### src/design/dqs_pkg.sv
// Shared types, codes and defaults for the double-ended queue with linear search.
package dqs_pkg;

  localparam int DEPTH_DEFAULT = 16;
  localparam int CMD_QUEUE_DEPTH = 2;
  localparam int RES_QUEUE_DEPTH = 2;

  // Request mode codes as they arrive on the input word.
  localparam logic [2:0] MODE_PUSH_FRONT = 3'd0;
  localparam logic [2:0] MODE_PUSH_BACK  = 3'd1;
  localparam logic [2:0] MODE_POP_FRONT  = 3'd2;
  localparam logic [2:0] MODE_POP_BACK   = 3'd3;
  localparam logic [2:0] MODE_SEARCH     = 3'd4;

  // Result status codes.
  localparam logic [1:0] ST_DONE  = 2'd0;
  localparam logic [1:0] ST_EMPTY = 2'd1;
  localparam logic [1:0] ST_FULL  = 2'd2;

  typedef enum logic [2:0] {
    OP_PUSH_FRONT,
    OP_PUSH_BACK,
    OP_POP_FRONT,
    OP_POP_BACK,
    OP_SEARCH,
    OP_NONE
  } op_t;

  typedef enum logic {
    BK_IDLE,
    BK_SEARCH
  } bk_state_t;

  typedef struct packed {
    logic [2:0]         mode;
    logic signed [31:0] value;
  } req_t;

  typedef struct packed {
    logic [1:0] status;
    logic       found;
    logic [3:0] position;
    logic [4:0] occupancy;
  } rsp_t;

  typedef struct packed {
    op_t                op;
    logic signed [31:0] value;
  } cmd_t;

endpackage

### src/design/dqs_ram.sv
// Generic single-write, single-read RAM with registered read data.
module dqs_ram #(
  parameter int WIDTH = 32,
  parameter int DEPTH = 16
) (
  input  logic                     clk,
  input  logic                     wr_en,
  input  logic [$clog2(DEPTH)-1:0] wr_addr,
  input  logic [WIDTH-1:0]         wr_data,
  input  logic                     rd_en,
  input  logic [$clog2(DEPTH)-1:0] rd_addr,
  output logic [WIDTH-1:0]         rd_data
);

  logic [WIDTH-1:0] mem [DEPTH];

  always_ff @(posedge clk) begin
    if (wr_en) begin
      mem[wr_addr] <= wr_data;
    end
    if (rd_en) begin
      rd_data <= mem[rd_addr];
    end
  end

endmodule

### src/design/dqs_fifo.sv
// Small synchronous FIFO used between the front, the back and the result port.
module dqs_fifo #(
  parameter int WIDTH = 8,
  parameter int DEPTH = 2
) (
  input  logic             clk,
  input  logic             rst,
  input  logic             wr_en,
  input  logic [WIDTH-1:0] wr_data,
  output logic             full,
  input  logic             rd_en,
  output logic [WIDTH-1:0] rd_data,
  output logic             empty
);

  localparam int AW = (DEPTH > 1) ? $clog2(DEPTH) : 1;
  localparam int CW = $clog2(DEPTH + 1);

  logic [WIDTH-1:0] slots [DEPTH];
  logic [AW-1:0]    wr_ptr;
  logic [AW-1:0]    rd_ptr;
  logic [CW-1:0]    count;
  logic             wr_ok;
  logic             rd_ok;

  assign full    = (count == CW'(DEPTH));
  assign empty   = (count == '0);
  assign wr_ok   = wr_en && !full;
  assign rd_ok   = rd_en && !empty;
  assign rd_data = slots[rd_ptr];

  always_ff @(posedge clk) begin
    if (rst) begin
      wr_ptr <= '0;
      rd_ptr <= '0;
      count  <= '0;
    end else begin
      if (wr_ok) begin
        wr_ptr <= (wr_ptr == AW'(DEPTH - 1)) ? '0 : wr_ptr + AW'(1);
      end
      if (rd_ok) begin
        rd_ptr <= (rd_ptr == AW'(DEPTH - 1)) ? '0 : rd_ptr + AW'(1);
      end
      if (wr_ok && !rd_ok) begin
        count <= count + CW'(1);
      end else if (rd_ok && !wr_ok) begin
        count <= count - CW'(1);
      end
    end
  end

  always_ff @(posedge clk) begin
    if (wr_ok) begin
      slots[wr_ptr] <= wr_data;
    end
  end

endmodule

### src/design/dqs_front.sv
// Front end: takes request words, decodes the mode and queues commands for the back end.
module dqs_front (
  input  logic          clk,
  input  logic          rst,
  input  logic          push,
  output logic          full,
  input  dqs_pkg::req_t req,
  input  logic          cmd_pop,
  output dqs_pkg::cmd_t cmd,
  output logic          cmd_empty
);

  dqs_pkg::cmd_t cmd_in;

  // Modes outside the defined set become a no-op that still yields a result.
  always_comb begin
    cmd_in.value = req.value;
    case (req.mode)
      dqs_pkg::MODE_PUSH_FRONT: cmd_in.op = dqs_pkg::OP_PUSH_FRONT;
      dqs_pkg::MODE_PUSH_BACK:  cmd_in.op = dqs_pkg::OP_PUSH_BACK;
      dqs_pkg::MODE_POP_FRONT:  cmd_in.op = dqs_pkg::OP_POP_FRONT;
      dqs_pkg::MODE_POP_BACK:   cmd_in.op = dqs_pkg::OP_POP_BACK;
      dqs_pkg::MODE_SEARCH:     cmd_in.op = dqs_pkg::OP_SEARCH;
      default:                  cmd_in.op = dqs_pkg::OP_NONE;
    endcase
  end

  dqs_fifo #(
    .WIDTH ($bits(dqs_pkg::cmd_t)),
    .DEPTH (dqs_pkg::CMD_QUEUE_DEPTH)
  ) u_cmd_queue (
    .clk     (clk),
    .rst     (rst),
    .wr_en   (push),
    .wr_data (cmd_in),
    .full    (full),
    .rd_en   (cmd_pop),
    .rd_data (cmd),
    .empty   (cmd_empty)
  );

endmodule

### src/design/dqs_back.sv
// Back end: owns the circular store, executes commands and queues result words.
module dqs_back #(
  parameter int DEPTH = dqs_pkg::DEPTH_DEFAULT
) (
  input  logic          clk,
  input  logic          rst,
  input  logic          cmd_empty,
  input  dqs_pkg::cmd_t cmd,
  output logic          cmd_pop,
  input  logic          pop,
  output dqs_pkg::rsp_t rsp,
  output logic          empty
);

  localparam int AW = $clog2(DEPTH);
  localparam int CW = $clog2(DEPTH + 1);

  dqs_pkg::bk_state_t state, state_next;

  logic [AW-1:0]      front_index, front_next;
  logic [CW-1:0]      stored_count, count_next;
  logic [AW-1:0]      ptr, ptr_next;
  logic [CW-1:0]      idx, idx_next;
  logic signed [31:0] key, key_next;

  logic               wr_en;
  logic [AW-1:0]      wr_addr;
  logic               rd_en;
  logic [AW-1:0]      rd_addr;
  logic [31:0]        rd_data;

  logic               res_push;
  logic               res_full;
  dqs_pkg::rsp_t      res_word;

  logic [AW-1:0]      front_inc;
  logic [AW-1:0]      front_dec;
  logic [AW-1:0]      ptr_inc;
  logic [CW:0]        back_sum;
  logic [AW-1:0]      back_slot;
  logic [CW-1:0]      idx_inc;
  logic [CW+4:0]      occ_wide;
  logic [CW+3:0]      pos_wide;

  assign front_inc = (front_index == AW'(DEPTH - 1)) ? '0 : front_index + AW'(1);
  assign front_dec = (front_index == '0) ? AW'(DEPTH - 1) : front_index - AW'(1);
  assign ptr_inc   = (ptr == AW'(DEPTH - 1)) ? '0 : ptr + AW'(1);
  assign idx_inc   = idx + CW'(1);

  // Slot behind the last word; the sum stays below twice the depth.
  always_comb begin
    back_sum = (CW+1)'(front_index) + (CW+1)'(stored_count);
    if (back_sum >= (CW+1)'(DEPTH)) begin
      back_sum = back_sum - (CW+1)'(DEPTH);
    end
    back_slot = back_sum[AW-1:0];
  end

  assign occ_wide = {5'b0, count_next};
  assign pos_wide = {4'b0, idx};

  always_ff @(posedge clk) begin
    if (rst) begin
      state        <= dqs_pkg::BK_IDLE;
      front_index  <= '0;
      stored_count <= '0;
    end else begin
      state        <= state_next;
      front_index  <= front_next;
      stored_count <= count_next;
    end
  end

  always_ff @(posedge clk) begin
    ptr <= ptr_next;
    idx <= idx_next;
    key <= key_next;
  end

  always_comb begin
    state_next = state;
    front_next = front_index;
    count_next = stored_count;
    ptr_next   = ptr;
    idx_next   = idx;
    key_next   = key;
    cmd_pop    = 1'b0;
    wr_en      = 1'b0;
    wr_addr    = front_dec;
    rd_en      = 1'b0;
    rd_addr    = front_index;
    res_push   = 1'b0;
    res_word   = '0;

    case (state)
      dqs_pkg::BK_IDLE: begin
        if (!cmd_empty && !res_full) begin
          cmd_pop = 1'b1;
          case (cmd.op)
            dqs_pkg::OP_PUSH_FRONT: begin
              res_push = 1'b1;
              if (stored_count == CW'(DEPTH)) begin
                res_word.status = dqs_pkg::ST_FULL;
              end else begin
                wr_en      = 1'b1;
                wr_addr    = front_dec;
                front_next = front_dec;
                count_next = stored_count + CW'(1);
              end
            end
            dqs_pkg::OP_PUSH_BACK: begin
              res_push = 1'b1;
              if (stored_count == CW'(DEPTH)) begin
                res_word.status = dqs_pkg::ST_FULL;
              end else begin
                wr_en      = 1'b1;
                wr_addr    = back_slot;
                count_next = stored_count + CW'(1);
              end
            end
            dqs_pkg::OP_POP_FRONT: begin
              res_push = 1'b1;
              if (stored_count == '0) begin
                res_word.status = dqs_pkg::ST_EMPTY;
              end else begin
                front_next = front_inc;
                count_next = stored_count - CW'(1);
              end
            end
            dqs_pkg::OP_POP_BACK: begin
              res_push = 1'b1;
              if (stored_count == '0) begin
                res_word.status = dqs_pkg::ST_EMPTY;
              end else begin
                count_next = stored_count - CW'(1);
              end
            end
            dqs_pkg::OP_SEARCH: begin
              if (stored_count == '0) begin
                res_push = 1'b1;
              end else begin
                rd_en      = 1'b1;
                rd_addr    = front_index;
                ptr_next   = front_index;
                idx_next   = '0;
                key_next   = cmd.value;
                state_next = dqs_pkg::BK_SEARCH;
              end
            end
            default: begin
              res_push = 1'b1;
            end
          endcase
        end
      end
      dqs_pkg::BK_SEARCH: begin
        // Compare the word read last cycle while fetching the next one.
        rd_en   = 1'b1;
        rd_addr = ptr_inc;
        if (rd_data == key) begin
          res_push          = 1'b1;
          res_word.found    = 1'b1;
          res_word.position = pos_wide[3:0];
          state_next        = dqs_pkg::BK_IDLE;
        end else if (idx_inc == stored_count) begin
          res_push   = 1'b1;
          state_next = dqs_pkg::BK_IDLE;
        end else begin
          idx_next = idx_inc;
          ptr_next = ptr_inc;
        end
      end
      default: begin
        state_next = dqs_pkg::BK_IDLE;
      end
    endcase

    res_word.occupancy = occ_wide[4:0];
  end

  dqs_ram #(
    .WIDTH (32),
    .DEPTH (DEPTH)
  ) u_store (
    .clk     (clk),
    .wr_en   (wr_en),
    .wr_addr (wr_addr),
    .wr_data (cmd.value),
    .rd_en   (rd_en),
    .rd_addr (rd_addr),
    .rd_data (rd_data)
  );

  dqs_fifo #(
    .WIDTH ($bits(dqs_pkg::rsp_t)),
    .DEPTH (dqs_pkg::RES_QUEUE_DEPTH)
  ) u_res_queue (
    .clk     (clk),
    .rst     (rst),
    .wr_en   (res_push),
    .wr_data (res_word),
    .full    (res_full),
    .rd_en   (pop),
    .rd_data (rsp),
    .empty   (empty)
  );

endmodule

### src/design/deque_with_linear_search.sv
// Top level of the bounded double-ended queue with linear search.
//
// Requests enter as words on a queue-style port: a word is taken at a clock
// edge where push is high and full is low. Each word carries a mode (push
// front, push back, pop front, pop back, search) and a 32-bit value. Every
// request yields exactly one result word, presented in request order on a
// second queue-style port: the oldest result is shown while empty is low and
// leaves at an edge where pop is high.
//
// A push, pop or undefined mode passes from the command queue to the back
// end, which executes it in its idle state and writes its result into the
// result queue; such requests stream at one per cycle while the result
// queue has room and no search is running. A search walks the store one
// word per cycle through the store RAM's single read port, starting at the
// front: it first reads the front word, then compares each word read while
// fetching the next, and ends on the first match or the last stored word.
//
// Reset (rst, synchronous) empties the store and both internal queues. When
// the receiver stalls, results collect in a two-word result queue; once it
// fills, the back end holds, the two-word command queue fills and full rises.
module deque_with_linear_search #(
  parameter int DEPTH = dqs_pkg::DEPTH_DEFAULT
) (
  input  logic          clk,
  input  logic          rst,
  input  logic          push,
  output logic          full,
  input  dqs_pkg::req_t req,
  output logic          empty,
  input  logic          pop,
  output dqs_pkg::rsp_t rsp
);

  // Decoded commands waiting between the front end and the back end.
  dqs_pkg::cmd_t cmd;
  logic          cmd_empty;
  logic          cmd_pop;

  dqs_front u_front (
    .clk       (clk),
    .rst       (rst),
    .push      (push),
    .full      (full),
    .req       (req),
    .cmd_pop   (cmd_pop),
    .cmd       (cmd),
    .cmd_empty (cmd_empty)
  );

  // The back end holds the circular store, its front index and word count,
  // and the search sequencer.
  dqs_back #(
    .DEPTH (DEPTH)
  ) u_back (
    .clk       (clk),
    .rst       (rst),
    .cmd_empty (cmd_empty),
    .cmd       (cmd),
    .cmd_pop   (cmd_pop),
    .pop       (pop),
    .rsp       (rsp),
    .empty     (empty)
  );

endmodule

### config.mk
export PLATFORM = sky130hd
export DESIGN_NAME = deque_with_linear_search
export DESIGN_NICKNAME = d
export VERILOG_FILES = /design/src/design/dqs_pkg.sv /design/src/design/dqs_ram.sv /design/src/design/dqs_fifo.sv /design/src/design/dqs_front.sv /design/src/design/dqs_back.sv /design/src/design/deque_with_linear_search.sv
export SDC_FILE = /design/constraint.sdc
export NUM_CORES = 1
export LEC_CHECK = 0
export BUFFER_PORTS_ARGS = -buffer_cell sky130_fd_sc_hd__buf_2
export CAP_MARGIN = 0
export CORE_MARGIN = 8
export CORE_UTILIZATION = 44
export CTS_CLUSTER_SIZE = 14
export DETAILED_ROUTE_END_ITERATION = 8
export HOLD_SLACK_MARGIN = 0.06
export SYNTH_ARGS = -nofsm -noshare
export SYNTH_HDL_FRONTEND = slang
export SYNTH_HIERARCHICAL = 1
export SYNTH_SLANG_ARGS = --single-unit
### constraint.sdc
create_clock -name clk -period 5.14 [get_ports clk]
set_input_delay 0.771 -clock clk [delete_from_list [all_inputs] [get_ports clk]]
set_output_delay 0.771 -clock clk [all_outputs]
set_load 0.005 [all_outputs]
==> qor.csv <==
stage,metric,value,unit
floorplan,die_y,263.3,um
cells_and_area,area_growth,13.96,%
global_route,track_usage,0.1614,
critical_path,end_kind,flip-flop,
clock_network,cts_tree,done,
critical_path,cp_max_fo,34,
floorplan,start_util,0.4450,
flow_run,drv_cap,0,
hold_path,min_path_type,input port to flip-flop,
timing,fmax,0.2436,GHz
clock_network,clk_pin_slew,60,ps
critical_path,crit_type,flip-flop to flip-flop,
power,power_frac_comb,0.173,
hold_path,min_from,req[0],
global_route,gr-total-overflow,0,
cells_and_area,nets,1439,
clock_network,cts_made_buffers,73,
critical_path,reg2reg_slack,1040,ps
placement,io_buffers,52,
cells_and_area,layout_commonest_cell,edfxtp_1,
clock_network,cts_setup_buffers,0,
synthesis,avgSynthCellArea,20.81,um2
critical_path,worstPathArrival,4390,ps
clock_network,post_cts_resized,0,
timing,fin_crit_sh,0.7985,
routing,ant_nets,0,
timing,drv_slew,0,
routing,drt_iter0_drc,1097,
hold_path,hold_depth,1,
placement,place.gp.congestion,0.7825,
timing,finalSetupViolCount,0,
synthesis,synthFlopType,edfxtp_1,
synthesis,synth_edf_count,679,
floorplan,num_rows,90,
synthesis,ys_types,57,
power,p_int,11.02,mW
critical_path,cp-start-kind,flip-flop,
outcome,status,completed,
synthesis,ys_seq_area_frac,0.7726,
floorplan,coreArea,0.06047,mm2
timing,rsz0062_at_grt,false,
timing,slew_headroom,0.1789,
routing,routed_wl,56480,um
global_route,grt_max_degree,79,
routing,wl_per_cell,25.37,um
critical_path,rr_worst_depth,7,
synthesis,syn_nets,1344,
clock_network,insertion_delay,590,ps
floorplan,die-area,0.06933,mm2
placement,post-dp-hpwl,33000,um
global_route,antenna_found_initial,0,
clock_network,cts-root-buf,clkbuf_16,
timing,finClkSkew,22.07,ps
timing,worst_slew_pin_slew,1222,ps
synthesis,syn-cell-area,0.02691,mm2
power,clockPowerShare,0.343,
cells_and_area,final_cell_mix,"679 x edfxtp_1, 128 x mux4_2, 75 x clkbuf_16",
routing,vias_per_cell,5.655,
power,power.density,486.2,mW/mm2
clock_network,cts_sinks,699,
synthesis,yosys_register_bits,699,
synthesis,ys.warnings.count,6,
timing,period_needed,4104,ps
clock_network,ctsLongestPathBuffers,3,
floorplan,fp.dieW,263.3,um
floorplan,ios,53,
power,netSwitchingPower,3.888,mW
power,ir_drop,0.2611,mV
routing,drcViolationCount,0,
power,switching_share,0.2608,
clock_network,htreeDepth,3,
power,power.leakage,9.577,nW
timing,hold_viol,0,
routing,num_vias,12587,
synthesis,syn-instance-count,1293,
cells_and_area,finish.utilization,0.5071,
cells_and_area,drive_gt1_frac,0.2807,
routing,drt-pass1-iter-count,5,
hold_path,min_to,u_front/u_cmd_queue/slots[0][0],
power,seq_power_share,0.485,
global_route,grt_pass1_wl,83970,um
clock_network,cts_hold_buffers,0,
global_route,grt_pass1_vias,13042,
synthesis,async_flop_share,0,
critical_path,timing.rr.end,u_back/u_store/mem[14][8],
critical_path,worst_ep_required_time,5430,ps
timing,fin_setup_tns,0,ps
through the flow:
step / hold slack (ps) / worst slack [ps] / total power [mW] / instances / instance area (um2)
detailed placement: 479.3 / 1025 / 9.988 / 2095 / 28340
global placement: 467.1 / 1111 / 9.913 / 2095 / 28340
CTS: 325.5 / 1006 / 15.12 / 2225 / 30660
finish: 362.2 / 1036 / 14.91 / 2226 / 30670
global route: 329.6 / 806.4 / 15.50 / 2225 / 30660
floorplan: 451.6 / 211.5 / 8.990 / 1293 / 26910
Yosys cell counts (3+ instances only):
cell	instances	share of area
mux4_2	128	0.11
inv_1	14	0.0020
dfxtp_1	20	0.015
mux2i_1	3	0.0011
edfxtp_1	679	0.76
nor2_1	34	0.0047
xor2_1	41	0.013
nand2b_1	4	0.00093
a21oi_1	15	0.0028
or3_1	5	0.0012
mux2_2	48	0.020
clkbuf_1	23	0.0032
buf_2	17	0.0032
o311ai_0	4	0.0013
nand2_1	42	0.0059
ha_1	11	0.0051
nand3_1	6	0.0011
a21o_1	4	0.0011
nor4_1	10	0.0023
xnor2_1	15	0.0049
o21ai_0	16	0.0030
nor2b_1	11	0.0026
buf_4	10	0.0028
a22oi_1	64	0.018
and2_1	10	0.0023
buf_1	11	0.0015
nor3_1	8	0.0015
a31oi_1	3	0.00070
per-layer routing:
layer | routed length, um | share of wire | vias up | GRT usage
li1 | - | - | 5498 | -
met1 | 24710 | 0.44 | 6702 | 0.2205
met2 | 27790 | 0.49 | 314 | 0.2661
met3 | 2843 | 0.050 | 73 | 0.03151
met4 | 1136 | 0.020 | 0 | 0.04066
met5 | 0 | 0 | - | 0
worst max path at each step:
stage                                      end  slack, ps  depth (start not counted)
global route         u_back/u_store/mem[14][6]        810                          7
detailed placement   u_back/u_store/mem[14][1]       1020                          7
floorplan            u_back/u_store/mem[12][0]        210                          8
global placement    u_back/u_store/mem[14][31]       1110                          7
CTS                 u_back/u_store/mem[14][31]       1010                          7
finish               u_back/u_store/mem[14][8]       1040                          7
power groups by stage:
stage | clock (mW) | sequential (mW) | combinational (mW)
2_1_floorplan | 0 | 7.29 | 1.70
3_3_place_gp | 0 | 7.34 | 2.58
3_5_place_dp | 0 | 7.35 | 2.64
4_1_cts | 5.24 | 7.23 | 2.64
5_1_grt | 5.43 | 7.26 | 2.80
6_report | 5.11 | 7.23 | 2.57
logic make-up after synthesis:
logic type	share of synthesized area
buf+inv	0.01348
simple gates	0.03004
fa+ha+maj	0.005859
compound gates	0.03148
flops	0.7726
xor+xnor	0.01823
mux	0.1283
sequential cells by signal (all words and copies together) (netlist names), named ones only:
signal	cells
u_back/u_res_queue/slots	24
u_front/u_cmd_queue/rd_ptr	1
u_back/u_res_queue/rd_ptr	1
u_back/u_res_queue/wr_ptr	1
u_back/front_index	4
u_back/ptr	4
u_back/stored_count	5
u_back/idx	5
u_front/u_cmd_queue/slots	70
u_front/u_cmd_queue/count	2
u_back/u_res_queue/count	2
u_back/u_store/rd_data	32
u_back/u_store/mem	512
u_back/state	1
u_front/u_cmd_queue/wr_ptr	1
u_back/key	32
critical path, cell delays in order (launching register included):
cell and delay (ps):
dfxtp_2 320, buf_4 480, mux2_2 500, and4b_1 420, mux2i_1 690, nand2b_1 400
nor2_4 640, buf_4 340
cell type report:
type                       count  area, um2
fill                        4755      29800
sequential                   699      20790
multi-input combinational    517       5922
clock buffer                  86       1928
tap                          782      978.4
timing repair buffer          83      593.1
clock inverter                44      397.9
inverter                      14      52.55
antenna                        1      2.502
(Power assumes the default switching activity.)
